--- src/sv/rpn_ram.sv ---
// Single-port-write, dual-read synchronous stack memory with registered read data.
`timescale 1ns / 1ps
module rpn_ram #(
  parameter int unsigned Width = 32,
  parameter int unsigned Words = 64,
  parameter int unsigned AddrW = $clog2(Words)
) (
  input  logic             clk_i,
  input  logic             we_i,
  input  logic [AddrW-1:0] waddr_i,
  input  logic [Width-1:0] wdata_i,
  input  logic [AddrW-1:0] raddr_a_i,
  input  logic [AddrW-1:0] raddr_b_i,
  output logic [Width-1:0] rdata_a_o,
  output logic [Width-1:0] rdata_b_o
);

  logic [Width-1:0] mem_q [Words];

  always_ff @(posedge clk_i) begin
    if (we_i) begin
      mem_q[waddr_i] <= wdata_i;
    end
    rdata_a_o <= mem_q[raddr_a_i];
    rdata_b_o <= mem_q[raddr_b_i];
  end

endmodule

--- config.mk ---
export PLATFORM = sky130hd
export DESIGN_NAME = rpn_ram
export DESIGN_NICKNAME = d
export VERILOG_FILES = /design/src/sv/rpn_ram.sv
export SDC_FILE = /design/constraint.sdc
export NUM_CORES = 2
export LEC_CHECK = 0
export BUFFER_PORTS_ARGS = -buffer_cell sky130_fd_sc_hd__buf_2
export CELL_PAD_IN_SITES_DETAIL_PLACEMENT = 0
export CELL_PAD_IN_SITES_GLOBAL_PLACEMENT = 2
export CORE_UTILIZATION = 46
export CTS_CLUSTER_SIZE = 16
export DETAILED_ROUTE_END_ITERATION = 12
export GPL_ROUTABILITY_DRIVEN = 0
export PLACE_DENSITY = 0.86
export RECOVER_POWER = 100
export SLEW_MARGIN = 5
export SYNTH_ARGS = -nofsm -noshare
export SYNTH_HDL_FRONTEND = slang
export SYNTH_SLANG_ARGS = --single-unit
--- constraint.sdc ---
create_clock -name clk_i -period 3.9 [get_ports clk_i]
set_input_delay 0.585 -clock clk_i [delete_from_list [all_inputs] [get_ports clk_i]]
set_output_delay 0.585 -clock clk_i [all_outputs]
set_load 0.005 [all_outputs]
=== Word level (Yosys, flattened, before mapping) ===
Memory sizes are Yosys's and may differ from the RTL's. A register that Yosys moved wholly into a read port is not among the register bits.
Cells that the tools add are included.

* $mul: 0
* Order comparisons: 0
* Reductions and logical operators: 0
* $add $sub $neg: 0
* Equal/unequal tests: 0
* Divide/modulo/power cells: 0
* Shift operators: 0
* Multiplexer cells: 2
* Bitwise logic cells: 0

{| class="wikitable"
|+ Operators by type and width
! kind !! number
|-
| two-way mux 1 bit || 2
|}

* Output and inout port bits: 64
* Memories kept: 1
* RAM bits: 2048
* Bits in latches: 0
* ROM bits: 0
* Register bits after elaboration: 0
* Logic and storage cells: 3

{| class="wikitable"
|+ Memories
! name !! words !! width !! rd ports !! clocked after Yosys merged registers in !! wr ports !! RTL line !! RTL
|-
| mem_q || 64 || 32 || 2 || 2 || 1 || 18 || <nowiki>logic [Width-1:0] mem_q [Words];</nowiki>
|}

=== Depth between registers and ports, before layout ===
* Depth after elaboration: 2
* Mapped depth: 10

=== Worst setup path after synthesis ===
OpenSTA, ideal clock, no wires.

* Path type: input to register
* Start: input port waddr_i[3]
* End: memory mem_q[48][0] (enable)
* Arrival: 3315 ps
* Slack: 124 ps
* Stages on the path: 4
* Path through: clkbuf_1 -> nor2b_1 -> nand4b_1 -> nor3_1

{| class="wikitable"
|+ RTL lines
! item !! RTL line !! RTL
|-
| start, declared || 10 || <nowiki>input logic [AddrW-1:0] waddr_i,</nowiki>
|-
| end, declared || 18 ||
|}

Straight into the memory's write port.

=== Worst setup path in the final report ===
* Start: input port we_i
* End: memory mem_q[26][12] (enable)

* Word-level cells in the longest chain between the ends: 2

{| class="wikitable"
|+ Ends and longest elaborated chain
! item !! RTL line !! RTL
|-
| start, declared || 9 || <nowiki>input logic we_i,</nowiki>
|-
| two-way mux 1 bit || 21 || <nowiki>if (we_i) begin</nowiki>
|-
| two-way mux 1 bit (implied by the code) || 22 || <nowiki>mem_q[waddr_i] <= wdata_i;</nowiki>
|}

No other way between the ends.

==> out/results.md <==
### Pwr
* **power share of the sequential group** 51.1%
* **combinational share of power** 8.1%
* **Net Sw Power** 11.2 mW
* **sw frac** 22.5%
* **Power Density** 461 nW/um^2
* **leakage** 33.6 nW
* **worst ir drop on vdd** 505 uV
* **overall power consumption** 49.7 mW
* **clock network fraction of design power** 40.8%
* **internal power consumption** 38.5 mW

### Finish
* **area added between synthesis and finish** 12.5%
* **most frequent standard cell in the layout excluding fill and tap cells** sky130_fd_sc_hd__edfxtp_1
* **top library cells by usage in the layout, fill and taps aside** sky130_fd_sc_hd__edfxtp_1 (2048), sky130_fd_sc_hd__mux4_2 (1124), sky130_fd_sc_hd__clkbuf_16 (209)
* **proportion of layout cells with a drive suffix above 1** 37.3%
* **number of nets in the finished design** 4724

### Flow run
* **max_cap viols** 96

### Worst setup path
* **critical-path maximum fanout** 20
* **Crit path required time** 4.31 ns
* **crit start category** primary input
* **endpoint arrival time on the critical path** 3.63 ns
* **Reg2Reg Setup Slack** 1.61 ns
* **depth of the worst register-to-register path** 4
* **source of the worst register-to-register timing path** mem_q[7][3]
* **kind of critical path** in2reg
* **capture point of the worst reg-to-reg path** rdata_a_o[3]
* **CP endpoint kind** flip-flop

### STA
* **Setup violations, final** 0
* **shortest period the worst path allows** 3.22 ns
* **Max Slew Vio Count** 3826
* **Hold Fails Final Rpt** 0
* **post-route setup TNS** 0 ns
* **ratio of final minimum period to clock period** 82.5%
* **setup repair after global routing missed its margin** false
* **worst relative slew slack** -97.8%
* **maximum clock frequency** 0.311 GHz
* **worst clock skew on the final layout** 0.0288 ns
* **transition time at the pin with the least slew margin** 2.97 ns

### Detailed routing
* **drt initial violations** 7868
* **post-detailed-route via-to-cell ratio** 6.95
* **First-pass DRT Iterations** 7
* **routed wire length** 291000 um
* **routed length per placed instance** 38.4 um
* **via count** 52600
* **post-detailed-route DRC marker count** 0
* **post-route ant nets** 0

### GRT
* **met3 track demand over resource** 6.58%
* **M2 GR Usage** 43.8%
* **Tot GR Track Use** 27.8%
* **number of global-route vias before repair** 53200
* **routing layer with the top usage in global route** met2
* **global-route wire length before repair** 408000 um
* **largest net degree at the start of global routing** 65
* **GR Layer Usage met1** 36.9%
* **number of antenna violations at the first check in global routing** 23
* **total global routing overflow** 0

### Clock tree
* **number of buffers created by CTS** 204
* **number of post-CTS setup repair buffers** 0
* **maximum level of the CTS H-tree** 4
* **clock latency at the later pin of the worst-skew pair** 0.85 ns
* **cts-stage hold buffer count** 0
* **clock sink total** 2112
* **clock root buffer** sky130_fd_sc_hd__clkbuf_16
* **TritonCTS clock tree** done
* **clock transition time at the flip-flop clock pins of the worst setup and hold paths** 0.06 ns
* **number of cells upsized or downsized after cts** 0
* **CTS max path bufs** 3

### Place
* **count of input and output buffers** 115
* **sum of net half-perimeters after detailed placement** 170000 um

### Synthesis
* **fraction of the yosys area taken by sequential cells** 65.6%
* **synthesis-stage register bit count** 2112
* **top_reg_cell synth** sky130_fd_sc_hd__edfxtp_1
* **gate count after technology mapping** 4412
* **post-synth cell types** 38
* **net count of the mapped netlist** 4464
* **Synth warnings** 0
* **average cell area after synthesis** 21.7 sq um
* **Post-synth EDFFs** 2048
* **post-synthesis instance area** 95700 sq um
* **ys async rst share** 0%

### Run status
* **violated checks** capacitance limit, slew limit
* **run status** finished with violations

### Floorplan
* **DIE AREA** 210000 sq um
* **top-level port count** 116
* **area of the core** 207000 sq um
* **starting utilization of the core area** 46.2%
* **die span in x** 458 um
* **DIE HEIGHT** 458 um
* **# rows** 167

### Worst hold path
* **min-delay worst type** in2reg
* **cell count of the worst hold path** 3
* **Worst Min Path Start** raddr_a_i[4]
* **end of the worst hold path** rdata_a_o[6]

registers in the layout, indices dropped and copies added (netlist names):
| signal | flops |
|---|---|
| rdata_b_o | 32 |
| mem_q | 2048 |
| rdata_a_o | 32 |
per-stage QoR:
stage	setup WS, ns	utilization, %	cell area, sq um	hold WS, ns	cells
after floorplan	0.124	-	95700	0.684	4412
after global placement	0.463	49.2	102000	0.837	7170
after detailed placement	0.456	49.2	102000	0.857	7170
after CTS	1.36	52.5	109000	0.255	7552
after global routing	0.632	52.0	108000	0.294	7568
final	0.683	52.0	108000	0.312	7572
how the worst max path moves through the flow:
stage / from / end / depth (start not counted)
after global routing: raddr_a_i[0] / rdata_a_o[8] / 8
after detailed placement: raddr_b_i[0] / rdata_b_o[21] / 7
after global placement: raddr_b_i[0] / rdata_b_o[13] / 7
after CTS: raddr_b_i[0] / rdata_b_o[21] / 7
final: we_i / mem_q[26][12] / 5
after floorplan: waddr_i[3] / mem_q[48][0] / 4
per-layer routing:
metal  up-vias  part of all wire (%)
li1      20100                     -
met1     28400                    36
met2      3496                    48
met3       627                    12
met4        18                   4.9
met5         -                 0.036
cells by family after synthesis:
kind of cell           Yosys count  synth area share (%)
AOI/OAI and AO/OA              340                  2.39
buffers and inverters          348                  1.83
DFF                           2112                  65.6
muxes                         1364                  29.0
and+or+nand+nor                248                  1.13
Yosys cell counts, types with 13 or more instances:
cell type | n | area [sq um]
sky130_fd_sc_hd__a22oi_1 | 85 | 638
sky130_fd_sc_hd__o22ai_1 | 56 | 350
sky130_fd_sc_hd__a211oi_1 | 15 | 113
sky130_fd_sc_hd__edfxtp_1 | 2048 | 61500
sky130_fd_sc_hd__buf_2 | 121 | 606
sky130_fd_sc_hd__mux2_2 | 36 | 405
sky130_fd_sc_hd__o21ai_1 | 31 | 155
sky130_fd_sc_hd__nor2_1 | 94 | 353
sky130_fd_sc_hd__mux2i_1 | 204 | 2040
sky130_fd_sc_hd__o21ai_0 | 18 | 90.1
sky130_fd_sc_hd__a21oi_1 | 58 | 290
sky130_fd_sc_hd__nand2_1 | 93 | 349
sky130_fd_sc_hd__dfxtp_1 | 64 | 1280
sky130_fd_sc_hd__nor2b_1 | 19 | 119
sky130_fd_sc_hd__mux4_2 | 1124 | 25300
sky130_fd_sc_hd__clkbuf_1 | 135 | 507
sky130_fd_sc_hd__o211ai_1 | 27 | 203
sky130_fd_sc_hd__a221oi_1 | 13 | 114
sky130_fd_sc_hd__buf_4 | 55 | 413
sky130_fd_sc_hd__o221ai_1 | 16 | 140
sky130_fd_sc_hd__buf_1 | 25 | 93.8
power by group through the flow:
stage / Clock [mW] / Sequential [mW] / Combinational [mW]
4_1_cts: 20.4 / 25.3 / 4.06
3_3_place_gp: 0 / 25.8 / 4.02
5_1_grt: 21.2 / 25.4 / 4.22
6_report: 20.2 / 25.4 / 4.04
2_1_floorplan: 0 / 25.7 / 2.41
3_5_place_dp: 0 / 25.8 / 4.05
final cells by class:
cell class | instances | area (sq um)
Fill cell | 15800 | 99200
Sequential cell | 2112 | 62800
Multi-Input combinational cell | 1952 | 31400
Clock buffer | 266 | 5530
Tap cell | 2704 | 3380
Timing Repair Buffer | 401 | 3190
Clock inverter | 116 | 1260
Antenna cell | 20 | 50.0
Inverter | 1 | 3.75
worst max-delay path: stages:
cell	delay (ns)
sky130_fd_sc_hd__clkbuf_1	0.25
sky130_fd_sc_hd__nor2b_1	0.30
sky130_fd_sc_hd__nand2_1	0.40
sky130_fd_sc_hd__nor2_1	0.30
sky130_fd_sc_hd__clkbuf_1	1.71
Note: power is estimated with default switching activity, not from simulation.
