`src/sv/rpn_pkg.sv`:
```
// Package with the request and result types, codes and sizes of the RPN stack evaluator.
`timescale 1ns / 1ps
package rpn_pkg;

  localparam int unsigned DataWidth = 32;
  localparam int unsigned Depth     = 64;
  localparam int unsigned AddrWidth = $clog2(Depth);
  localparam int unsigned CountWidth = $clog2(Depth + 1);

  typedef enum logic [2:0] {
    OpNum = 3'd0,
    OpAdd = 3'd1,
    OpSub = 3'd2,
    OpMul = 3'd3,
    OpDiv = 3'd4,
    OpUnk = 3'd5,
    OpEnd = 3'd6,
    OpBad = 3'd7
  } op_e;

  typedef enum logic [2:0] {
    StOk       = 3'd0,
    StMalformed = 3'd1,
    StFlow     = 3'd2,
    StDivZero  = 3'd3,
    StWrongOp  = 3'd4,
    StBadFirst = 3'd5,
    StEmpty    = 3'd6,
    StRsvd     = 3'd7
  } status_e;

  typedef struct packed {
    logic [2:0]         op;
    logic signed [31:0] value;
  } req_t;

  typedef struct packed {
    logic signed [31:0] result_value;
    logic [2:0]         status;
  } res_t;

endpackage

```
`src/sv/rpn_div.sv`:
```
// Serial signed divider that truncates toward zero, one quotient bit per cycle.
`timescale 1ns / 1ps
module rpn_div (
  input  logic        clk_i,
  input  logic        rst_ni,
  input  logic        start_i,
  input  logic [31:0] a_i,
  input  logic [31:0] b_i,
  output logic        done_o,
  output logic [31:0] q_o
);
  import rpn_pkg::*;

  logic [31:0] rem_q, rem_d, quo_q, quo_d, den_q, den_d;
  logic        neg_q, neg_d, run_q, run_d, done_q, done_d;
  logic [5:0]  cnt_q, cnt_d;
  logic [32:0] trial;
  logic [31:0] shifted;

  always_comb begin
    rem_d   = rem_q;
    quo_d   = quo_q;
    den_d   = den_q;
    neg_d   = neg_q;
    run_d   = run_q;
    cnt_d   = cnt_q;
    done_d  = 1'b0;
    shifted = {rem_q[30:0], quo_q[31]};
    trial   = {1'b0, shifted} - {1'b0, den_q};
    if (start_i) begin
      rem_d = '0;
      quo_d = a_i[31] ? (32'd0 - a_i) : a_i;
      den_d = b_i[31] ? (32'd0 - b_i) : b_i;
      neg_d = a_i[31] ^ b_i[31];
      run_d = 1'b1;
      cnt_d = '0;
    end else if (run_q) begin
      if (!trial[32]) begin
        rem_d = trial[31:0];
        quo_d = {quo_q[30:0], 1'b1};
      end else begin
        rem_d = shifted;
        quo_d = {quo_q[30:0], 1'b0};
      end
      cnt_d = cnt_q + 6'd1;
      if (cnt_q == 6'd31) begin
        run_d  = 1'b0;
        done_d = 1'b1;
      end
    end
  end

  always_ff @(posedge clk_i or negedge rst_ni) begin
    if (!rst_ni) begin
      run_q  <= 1'b0;
      done_q <= 1'b0;
      cnt_q  <= '0;
    end else begin
      run_q  <= run_d;
      done_q <= done_d;
      cnt_q  <= cnt_d;
    end
  end

  always_ff @(posedge clk_i) begin
    rem_q <= rem_d;
    quo_q <= quo_d;
    den_q <= den_d;
    neg_q <= neg_d;
  end

  assign done_o = done_q;
  assign q_o    = neg_q ? (32'd0 - quo_q) : quo_q;

endmodule

```
`config.mk`:
```
export PLATFORM = sky130hd
export DESIGN_NAME = rpn_div
export DESIGN_NICKNAME = d
export VERILOG_FILES = /design/src/sv/rpn_pkg.sv /design/src/sv/rpn_div.sv
export SDC_FILE = /design/constraint.sdc
export NUM_CORES = 1
export LEC_CHECK = 0
export BUFFER_PORTS_ARGS = -buffer_cell sky130_fd_sc_hd__buf_2
export CORE_ASPECT_RATIO = 1.25
export CORE_MARGIN = 3
export CORE_UTILIZATION = 35
export DETAILED_ROUTE_END_ITERATION = 10
export PLACE_DENSITY = 0.65
export RECOVER_POWER = 100
export SLEW_MARGIN = 20
export SYNTH_ARGS = -nofsm -noshare
export SYNTH_HDL_FRONTEND = slang
export SYNTH_SLANG_ARGS = --single-unit
```
`constraint.sdc`:
```
create_clock -name clk_i -period 3.19 [get_ports clk_i]
set_clock_uncertainty 0.05 [all_clocks]
set_input_delay 0 -clock clk_i [delete_from_list [all_inputs] [get_ports clk_i]]
set_output_delay 0 -clock clk_i [all_outputs]
set_load 0.02 [all_outputs]
```
# Yosys cells after proc, flatten, opt, wreduce, memory -nomap -nowiden
# Index checks and enable logic that the tools add are counted.
[classes] addsub=5 n_eq_ne=1 mux=15 n_bitwise=1 reduce_logical=1
[ops] op="2-to-1 mux 32 bit" n=4
[ops] op="subtractor 1 x 32 -> 32 bit (first input constant)" n=3
[ops] op="2-to-1 mux 31 bit" n=2
[ops] op="subtractor 32 x 32 -> 33 bit" n=1
[ops] op="2-to-1 mux 6 bit" n=2
[ops] op="2-to-1 mux 1 bit" n=7
[ops] op="adder 6 x 1 -> 6 bit (second input constant)" n=1
[ops] op="== test 6 x 5 -> 1 bit (second input constant)" n=1
[ops] op="nonzero test 2 bit" n=1
[ops] op="bitwise XOR 1 bit" n=1
[totals] regBits=104 input_bits=67 output_inout_bits=33 elab_cells=31

# Longest topological paths before layout
# Gate-level depths: netlist (run 1).
[logic_depth] word_depth=4 depth_mapped=13 mapped_depth_nobuf=12

# Worst setup path after synthesis (run 1)
# Ideal clock, no wire load.
[synth_timing] path_kind="reg-to-reg" from="reg quo_q[31]" to="reg rem_q[4]" setup_ns=0.086 arrival_time_ns=2.965 required_ns=3.054 path_slack_ns=0.090 path_stages_with_launch=14 path_buffers=1 period_less_slack_ns=3.100 cell_sequence="edfxtp_1 > inv_1 > ha_1 > fa_1 > nor2b_1 > o31a_1 > o31a_1 > o2111ai_1 > a2111oi_0 > o22ai_1 > clkbuf_1 > a211oi_1 > a21oi_1 > a211oi_1"
[synth_via] elab_chain_cells=2
[synth_lines] element="start, declared" line_no="rpn_div.sv:14" rtl="logic [31:0] rem_q, rem_d, quo_q, quo_d, den_q, den_d;"
[synth_lines] element="start signal, assigned" line_no="rpn_div.sv:67" rtl="quo_q <= quo_d;"
[synth_lines] element="subtractor 32 x 32 -> 33 bit" line_no="rpn_div.sv:29" rtl="trial = {1'b0, shifted} - {1'b0, den_q};"
[synth_lines] element="2-to-1 mux 31 bit" line_no="rpn_div.sv:38" rtl="if (!trial[32]) begin"
[synth_lines] element="end signal, assigned" line_no="rpn_div.sv:66" rtl="rem_q <= rem_d;"
[synth_lines] element="end, declared" line_no="rpn_div.sv:14"
# Every way passes these cells.
# A chain may end at the register's enable or synchronous reset.

# Worst setup path in the final report (run 1)
[layout_timing] from="in b_i[6]" to="reg den_q[31], data pin"
[layout_via] elab_chain_cells=1
[layout_lines] element="start, declared" line_no="rpn_div.sv:8" rtl="input logic [31:0] b_i,"
[layout_lines] element="subtractor 1 x 32 -> 32 bit" line_no="rpn_div.sv:33" rtl="den_d = b_i[31] ? (32'd0 - b_i) : b_i;"
[layout_lines] element="end signal, assigned" line_no="rpn_div.sv:68" rtl="den_q <= den_d;"
[layout_lines] element="end, declared" line_no="rpn_div.sv:14"
# Every way passes these cells.

==> results of run 1 <==
[layout make-up]
class                   instances  area (µm²)
fillers                      2034       11600
multi-input cells             687        4830
flip-flops and latches        104        2770
repair buffers                167        1190
well taps                     274         343
clock buffers                  13         262
inverters                      49         184
clock inverters                 3        15.0
[worst paths after layout]
kind / endpoint / cells after the start
setup reg to reg: rem_q[21] / 12
hold / removal: quo_q[29] / 3
min in group asynchronous: done_o / 3
max in group asynchronous: cnt_q[0] / 3
setup / recovery: den_q[31] / 10
hold reg to reg: rem_q[28] / 2
[Yosys cell counts (all sizes together), types with 16 or more instances]
cell    instances
a211oi         21
a21oi          76
clkbuf         37
dfxtp          31
edfxtp         65
ha             36
inv            49
nand2          68
nor2          101
o21ai          44
o31ai          25
or4            16
xnor2          70
xor2           42
[metrics by stage]
step | total power, mW | TNS [ps] | hold slack [ps] | utilization | cell area [µm²]
finish | 3.62 | 0 | 16.1 | 0.453 | 9600
detailed placement | 2.53 | -317 | -191 | 0.407 | 8620
global route | 3.81 | -1600 | 40.9 | 0.453 | 9600
global placement | 2.52 | 0 | -199 | 0.407 | 8620
floorplan | 2.23 | 0 | -346 | - | 7670
CTS | 3.65 | -50.7 | 1.11 | 0.439 | 9300
[worst reg2reg max path, cell delays in order, from the launching register on]
cell	delay, ps
edfxtp_1	350
inv_1	50
ha_2	190
fa_2	390
nor2b_2	140
o31a_1	160
o31a_1	220
o2111ai_4	160
a2111oi_4	390
o22ai_4	200
clkbuf_16	240
o311a_1	360
nor3_1	160
[state kept, by name, summed over array words and instances (netlist names)]
name,flops
rem_q,31
den_q,32
neg_q,1
run_q,1
done_o,1
cnt_q,6
quo_q,32
[where the power goes]
group          internal (mW)  switching [mW]  total (mW)
Clock                  0.575           0.488        1.06
Combinational          0.385           0.529       0.913
Sequential              1.55          0.0941        1.65
[per-layer routing]
| metal | routed length, µm | share of wire |
|---|---|---|
| met1 | 8430 | 0.44 |
| met2 | 9560 | 0.50 |
| met3 | 681 | 0.036 |
| met4 | 294 | 0.015 |
| met5 | 0 | 0 |
[cells by family after synthesis]
family          count (synthesis)
compound gates                235
fa+ha+maj                      37
buf+inv                        91
simple gates                  286
mux                            17
flops                         104
xor+xnor                      112
[repair_timing]
item | in CTS | in global routing
gates resized for setup | 13 | 62
hold endpoints to repair | 41 | 0
pin swaps | 1 | 28
setup endpoints to repair | 22 | 41
hold buffers | 34 | 0
gates cloned | 0 | 3
setup buffers | 2 | 5
[cells in the final DEF, fill, tap and decap left out, drive strengths merged, types with 4 or more instances in the layout]
master       synthesis  routed
or2                  9       9
xnor2               70      70
a21o                 9       9
nand3               15      15
ha                  36      36
dfrtp                8       8
o31ai               25      25
dlygate4sd3          0      30
o21ai               44      44
xor2                42      42
o211ai               6       6
nor4                 8       8
a211oi              21      21
buf                  5     100
or3                 12      12
or4                 16      16
nand4                5       5
mux2                 4       4
clkbuf              37      46
nor3                14      14
dfxtp               31      31
nand2b              15      15
a21oi               76      76
o41ai               14      14
a31oi                5       5
edfxtp              65      65
nor2               101     101
a21boi               5       5
nor2b                7       7
mux2i               13      13
nand2               68      68
inv                 49      49
==> impl_metrics.env, run 1 <==
export IMPL_layout_nets=1122
export IMPL_clock_root_buffer="clkbuf_16"
export IMPL_critPathTopFamily="simple AND/OR/NAND/NOR gates"
export IMPL_fp_dieW_um=138
export IMPL_fin_ws_ps=23.9
export IMPL_power_density_nw_per_um2=377
export IMPL_place_inst=1242
export IMPL_crit_top_cell="or4_1"
export IMPL_cts_buffer_depth=2
export IMPL_grt_pass1_wl_um=30600
export IMPL_yosysTopAreaCell="edfxtp_1"
export IMPL_async_flop_share=0.0769
export IMPL_post_place_ws_ps=-70.2
export IMPL_gr_usage_met1=0.191
export IMPL_crit_buf_inv=3
export IMPL_drive_gt1_frac=0.179
export IMPL_synth_top_area_share=0.254
export IMPL_stdcell_count=1297
export IMPL_max_cap_viol_count=0
export IMPL_syn_cell_area_um2=7670
export IMPL_rsz0062_at_grt="true"
export IMPL_gr_total_overflow=0
export IMPL_core_area_um2=21200
export IMPL_drc=0
export IMPL_wl_um=19000
export IMPL_min_path_type="input port to flop"
export IMPL_synth_compound_area_frac=0.198
export IMPL_synthTopCellsByArea="edfxtp_1 (25%), dfxtp_1 (8.1%), xnor2_1 (8.0%)"
export IMPL_drtPass1Iterations=5
export IMPL_start_util=0.362
export IMPL_path_max_fanout=4
export IMPL_diodes=0
export IMPL_synth_area_per_cell_um2=8.70
export IMPL_status="finished, final reports clean"
export IMPL_synthSimpleGateAreaFrac=0.182
export IMPL_crit_slowest_cell="or4_1"
export IMPL_holdCritStartpoint="a_i[29]"
export IMPL_avgViaCountPerCell=5.22
export IMPL_synth_fa_ha_area_frac=0.0613
export IMPL_setup_worst_path_start="b_i[6]"
export IMPL_dp_hpwl_um=13400
export IMPL_die_y_um=172
export IMPL_cts_tree="built"
export IMPL_max_stage_delay_ps=600
export IMPL_synth_edf_count=65
export IMPL_clk_pin_slew_worst_paths_ps=70
export IMPL_drv_slew=0
export IMPL_grt_max_degree=70
export IMPL_port_buffers=99
export IMPL_hold_viol_final=0
export IMPL_synth_top_family_by_area="compound AO/OA/AOI/OAI gates"
export IMPL_path_cells="dlygate4sd3_1 -> clkbuf_1 -> or4_1 -> or4_1 -> or2_0 -> nand2b_1 -> or3_4 -> nand2b_4 -> buf_4 -> nor4b_2"
export IMPL_vias=6767
export IMPL_clock_sinks=104
export IMPL_num_rows=59
export IMPL_arrival_ps=3280
export IMPL_grt_use_met2=0.275
export IMPL_insertion_delay_ps=350
export IMPL_syn_inst=882
export IMPL_worstMarginPinSlew_ps=1460
export IMPL_finalCritPeriodShare=0.992
export IMPL_synth_nets=986
export IMPL_antenna_left=0
export IMPL_critPathLaunchType="input port"
export IMPL_grt_use_met3=0.0186
export IMPL_synthFlopType="edfxtp_1"
export IMPL_drt_iter0_markers=341
export IMPL_end_kind="flop"
export IMPL_grt_usage=0.153
export IMPL_synthXorXnorAreaFrac=0.128
export IMPL_io_pins=100
export IMPL_worstPathRequired_ps=3310
export IMPL_reg2reg_slack_ps=50
export IMPL_die_area_um2=23700
export IMPL_synthMuxAreaShare=0.0228
export IMPL_synth_distinct_cells=64
export IMPL_area_delta_synth_final_pct=25.2
export IMPL_final_setup_viol_count=0
export IMPL_fin_crit_ps=3170
export IMPL_grt_pass1_vias=6447
export IMPL_grt_most_used_layer="met2"
export IMPL_yosysWarnings=0
export IMPL_antenna_found_initial=0
export IMPL_synth_seq_cells=104
export IMPL_routabilityCongestion=0.811
export IMPL_peakVddDrop_v=0.000245
export IMPL_ys_seq_area_frac=0.361
export IMPL_worstSetupPathType="input port to flop"
export IMPL_r2r_start="quo_q[31]"
export IMPL_fmax_mhz=316
export IMPL_maxSlewHeadroom=0.0282
export IMPL_wl_per_cell_um=14.6
export IMPL_cts_max_level=3
export IMPL_p_leak_nw=3.89
export IMPL_cts_buffers=9
Note: power is estimated with default switching activity, not from simulation.
==> inputs of run 2 (changes only) <==
CORE_MARGIN = 2   (was 3)
RECOVER_POWER = unset   (was 100)
==> impl_metrics.env, run 2 (synthesized netlist as in run 1, its figures left out) <==
export IMPL_antenna_found_initial=0
export IMPL_worstMarginPinSlew_ps=1080
export IMPL_rsz0062_at_grt="true"
export IMPL_whs_path_depth=3
export IMPL_drt_iter0_markers=325
export IMPL_max_cap_viol_count=0
export IMPL_die_area_um2=23100
export IMPL_vias=6807
export IMPL_arrival_ps=3300
export IMPL_design_area_um2=9710
export IMPL_die_y_um=170
export IMPL_clock_sinks=104
export IMPL_holdCritStartpoint="a_i[30]"
export IMPL_worstSetupPathType="flop to flop"
export IMPL_diodes=0
export IMPL_grt_max_degree=87
export IMPL_pwr_share_seq=0.457
export IMPL_wl_um=18500
export IMPL_timing_hold_ws_ps=14.7
export IMPL_critPathLaunchType="flop"
export IMPL_hold_end="quo_q[30]"
export IMPL_final_setup_viol_count=0
export IMPL_area_delta_synth_final_pct=26.5
export IMPL_p_leak_nw=4.05
export IMPL_cts_buffer_depth=2
export IMPL_status="finished, final reports clean"
export IMPL_crit_top_cell="o31a_1"
export IMPL_grt_pass1_vias=6594
export IMPL_tns_ps=0
export IMPL_io_pins=100
export IMPL_hold_viol_final=0
export IMPL_avgViaCountPerCell=5.12
export IMPL_p_clk_frac=0.282
export IMPL_reg2reg_slack_ps=90
export IMPL_insertion_delay_ps=350
export IMPL_grt_pass1_wl_um=31100
export IMPL_r2r_start="quo_q[31]"
export IMPL_clock_root_buffer="clkbuf_16"
export IMPL_port_buffers=99
export IMPL_drive_gt1_frac=0.220
export IMPL_fp_dieW_um=136
export IMPL_min_path_type="input port to flop"
export IMPL_place_inst=1270
export IMPL_peakVddDrop_v=0.000235
export IMPL_fmax_mhz=323
export IMPL_placed_area_um2=8780
export IMPL_cts_buffers=9
export IMPL_wl_per_cell_um=13.9
export IMPL_post_place_ws_ps=-326
export IMPL_fin_ws_ps=90.7
export IMPL_power_density_nw_per_um2=371
export IMPL_grt_usage=0.164
export IMPL_drc=0
export IMPL_nFillCells=2093
export IMPL_path_max_fanout=16
export IMPL_layout_nets=1150
export IMPL_stdcell_count=1330
export IMPL_top_regs="den_q x32, quo_q x32, rem_q x31"
export IMPL_cts_tree="built"
export IMPL_gr_total_overflow=0
export IMPL_r2r_cells=13
export IMPL_cts_max_level=3
export IMPL_finalCritPeriodShare=0.972
export IMPL_combPwrFrac=0.261
export IMPL_switchingPower_mw=1.10
export IMPL_internal_power_mw=2.50
export IMPL_clk_pin_slew_worst_paths_ps=70
export IMPL_worstPathRequired_ps=3390
export IMPL_fin_crit_ps=3100
export IMPL_max_stage_delay_ps=400
export IMPL_most_common_layout_cells="nor2_1 (97), buf_2 (92), a21oi_1 (75), xnor2_1 (70), nand2_1 (67)"
export IMPL_core_area_um2=21500
export IMPL_crit_slowest_cell="edfxtp_1"
export IMPL_dp_hpwl_um=13700
export IMPL_end_kind="flop"
export IMPL_layout_commonest_cell="nor2_1"
export IMPL_start_util=0.356
export IMPL_drtPass1Iterations=5
export IMPL_sw_frac_of_total=0.306
export IMPL_num_rows=60
export IMPL_antenna_left=0
export IMPL_path_cells="inv_1 -> ha_2 -> fa_2 -> nor2b_2 -> o31a_1 -> o31a_1 -> o2111ai_4 -> a2111oi_4 -> o22ai_4 -> buf_12 -> nor2_1 -> mux2_4 -> nor4_2"
export IMPL_regToRegEndpoint="rem_q[10]"
export IMPL_maxSlewHeadroom=0.278
export IMPL_drv_slew=0
export IMPL_routabilityCongestion=0.905
[run 2: cell count changes in the layout (fill, tap and decap cells not counted), sizes merged]
cell and change:
clkinvlp +1, dlygate4sd3 +1, clkbuf -34, clkdlybuf4s25 -1
dlymetal6s4s +1, buf +60
[run 2: power by group through the flow]
stage          clock, mW  combinational [mW]  sequential (mW)
3_3_place_gp           0               0.863             1.66
5_1_grt             1.10                1.05             1.66
6_report            1.02               0.939             1.64
3_5_place_dp           0               0.874             1.67
2_1_floorplan          0               0.588             1.64
4_1_cts             1.05               0.926             1.64
[run 2: area by class of cell]
class                      count  area, µm²  share of cell area
tap                          279        349              0.0360
timing repair buffer         195       1380               0.142
inverter                      49        184              0.0189
multi-input combinational    687       4770               0.491
sequential                   104       2770               0.286
clock inverter                 4       21.3             0.00219
clock buffer                  12        236              0.0244
[run 2: stage by stage]
stage | total power [mW] | utilization
after floorplan | 2.23 | -
after global placement | 2.53 | 0.408
after detailed placement | 2.54 | 0.408
after CTS | 3.62 | 0.440
after global routing | 3.80 | 0.451
final | 3.60 | 0.451
[run 2: what timing repair did]
| item | CTS | global route |
|---|---|---|
| gates resized for setup | 13 | 45 |
| setup endpoints to repair | 40 | 42 |
| pin swaps | 1 | 17 |
| hold buffers | 35 | 0 |
| gates cloned | 0 | 0 |
| setup buffers | 3 | 10 |
| hold endpoints to repair | 42 | 0 |
[run 2: worst max-delay path: cells and delay by family, from the launching register on]
kind	cells	cell delay, ps
buffers and inverters	2	280
adder cells (fa/ha/maj)	2	380
multiplexers	1	270
AO/OA/AOI/OAI	5	1270
AND/OR/NAND/NOR	3	360
flip-flops	1	400
[run 2: worst max path at each step]
stage,start,endpoint,slack (ps),cells after the start
after floorplan,quo_q[31],rem_q[4],90,13
after global placement,quo_q[31],rem_q[4],-290,13
after detailed placement,quo_q[31],rem_q[4],-330,13
after CTS,den_q[6],rem_q[27],0.6,12
after global routing,quo_q[31],rem_q[25],-120,13
final,quo_q[31],rem_q[10],90,13
[run 2: per-layer routing]
layer / wire, µm / share of wire / global-route usage / up-vias
li1: - / - / - / 3523
met4: 321 / 0.017 / 0.0534 / 0
met2: 9070 / 0.49 / 0.288 / 128
met5: 0 / 0 / 0 / -
met1: 8470 / 0.46 / 0.210 / 3136
met3: 606 / 0.033 / 0.0167 / 20
==> inputs of run 3 (changes only) <==
PLACE_DENSITY = unset   (was 0.65)
==> impl_metrics.env, run 3 (synthesized netlist as in run 1, its figures left out) <==
export IMPL_status="finished, final reports clean"
export IMPL_reg2reg_slack_ps=70
export IMPL_total_power_mw=3.79
export IMPL_critPathLaunchType="flop"
export IMPL_most_common_layout_cells="nor2_1 (96), buf_2 (94), a21oi_1 (72), xnor2_1 (70)"
export IMPL_worstPathRequired_ps=3410
export IMPL_internal_power_mw=2.66
export IMPL_drtPass1Iterations=5
export IMPL_fp_dieW_um=136
export IMPL_gr_total_overflow=0
export IMPL_clock_sinks=104
export IMPL_clk_pin_slew_worst_paths_ps=80
export IMPL_maxSlewHeadroom=0.556
export IMPL_cts_buffer_depth=2
export IMPL_r2r_cells=13
export IMPL_arrival_ps=3340
export IMPL_cts_max_level=3
export IMPL_grt_pass1_vias=6499
export IMPL_dp_hpwl_um=13600
export IMPL_combPwrFrac=0.249
export IMPL_avgViaCountPerCell=5.15
export IMPL_top_regs="den_q x32, quo_q x32, rem_q x31"
export IMPL_insertion_delay_ps=360
export IMPL_switchingPower_mw=1.13
export IMPL_antenna_left=0
export IMPL_end_kind="flop"
export IMPL_drc=0
export IMPL_wl_um=19100
export IMPL_fmax_mhz=320
export IMPL_area_delta_synth_final_pct=28.2
export IMPL_path_max_fanout=12
export IMPL_clock_root_buffer="clkbuf_16"
export IMPL_sw_frac_of_total=0.298
export IMPL_grt_max_degree=51
export IMPL_min_path_type="input port to flop"
export IMPL_layout_commonest_cell="nor2_1"
export IMPL_worstMarginPinSlew_ps=665
export IMPL_die_y_um=170
export IMPL_cts_buffers=9
export IMPL_drive_gt1_frac=0.229
export IMPL_finalCritPeriodShare=0.979
export IMPL_routabilityCongestion=0.819
export IMPL_wl_per_cell_um=14.4
export IMPL_core_area_um2=21500
export IMPL_antenna_found_initial=0
export IMPL_start_util=0.356
export IMPL_final_util=0.457
export IMPL_hold_end="quo_q[1]"
export IMPL_final_setup_viol_count=0
export IMPL_drv_slew=0
export IMPL_layout_nets=1146
export IMPL_diodes=0
export IMPL_grt_usage=0.163
export IMPL_r2r_start="quo_q[31]"
export IMPL_num_rows=60
export IMPL_holdCritStartpoint="a_i[1]"
export IMPL_regToRegEndpoint="rem_q[10]"
export IMPL_fin_crit_ps=3120
export IMPL_cts_tree="built"
export IMPL_pwr_share_seq=0.434
export IMPL_vias=6825
export IMPL_max_cap_viol_count=0
export IMPL_drt_iter0_markers=337
export IMPL_p_clk_frac=0.317
export IMPL_peakVddDrop_v=0.000273
export IMPL_port_buffers=99
export IMPL_grt_pass1_wl_um=30700
export IMPL_hold_viol_final=0
export IMPL_io_pins=100
export IMPL_worstSetupPathType="flop to flop"
export IMPL_p_leak_nw=4.06
export IMPL_rsz0062_at_grt="true"
export IMPL_power_density_nw_per_um2=385
export IMPL_whs_path_depth=3
export IMPL_die_area_um2=23100
[run 3: cell count changes in the layout (fill, tap and decap cells not counted), sizes merged]
cell,previous run,this run
bufinv,0,2
dlymetal6s4s,4,2
dlygate4sd3,31,36
clkinvlp,1,3
buf,160,152
clkinv,3,0
[run 3: what timing repair did]
item                       in CTS  in global routing
hold buffers                   38                  0
setup endpoints to repair      42                 43
gates resized for setup        13                 67
buffers inserted                2                  8
gates cloned                    0                  2
hold endpoints to repair       45                  0
pin swaps                       1                 32
[run 3: how the worst max path moves through the flow]
stage | startpoint | endpoint | slack, ps | depth (start not counted)
after global placement | quo_q[31] | rem_q[4] | -280 | 13
final | quo_q[31] | rem_q[10] | 70 | 13
after CTS | quo_q[31] | rem_q[10] | 2 | 13
after detailed placement | quo_q[31] | rem_q[4] | -410 | 13
after global routing | quo_q[31] | rem_q[10] | -70 | 13
after floorplan | quo_q[31] | rem_q[4] | 90 | 13
[run 3: critical path: stages, from the launching register on]
cell and delay [ps]:
edfxtp_1 400, inv_1 70, ha_2 170, fa_2 200, nor2b_2 50, o31a_1 310
o31a_1 350, o2111ai_4 260, a2111oi_4 120, o22ai_4 320, buf_12 200, nor3b_1 50
mux2_2 250, nor4_1 230
[run 3: metal layers]
layer  share of wire  wire [µm]  global-route usage
met5               0          0                   0
met4           0.020        385              0.0652
met3           0.026        494              0.0167
met2            0.50       9550               0.284
met1            0.45       8630               0.204
[run 3: power groups by stage]
stage	combinational (mW)	sequential [mW]	clock, mW
final	0.945	1.64	1.20
after global routing	1.05	1.66	1.27
after CTS	0.918	1.64	1.23
after detailed placement	0.868	1.67	0
after global placement	0.864	1.66	0
after floorplan	0.588	1.64	0
[run 3: through the flow]
stage	hold WS [ps]	worst slack (ps)	TNS [ps]	std cells	area [µm²]
after global routing	34.9	-73.0	-455	1326	9840
after CTS	4.64	1.58	0	1317	9480
after floorplan	-346	89.8	0	882	7670
after detailed placement	-188	-414	-10540	1261	8690
after global placement	-196	-280	-6020	1261	8690
final	13.7	67.4	0	1326	9840
[run 3: layout make-up]
cell class | instances | area, µm²
multi-input combinational | 687 | 4850
clock inverter | 5 | 82.6
sequential | 104 | 2770
clock buffer | 11 | 233
inverter | 49 | 184
fill | 2078 | 11700
tap | 279 | 349
timing repair buffer | 191 | 1370
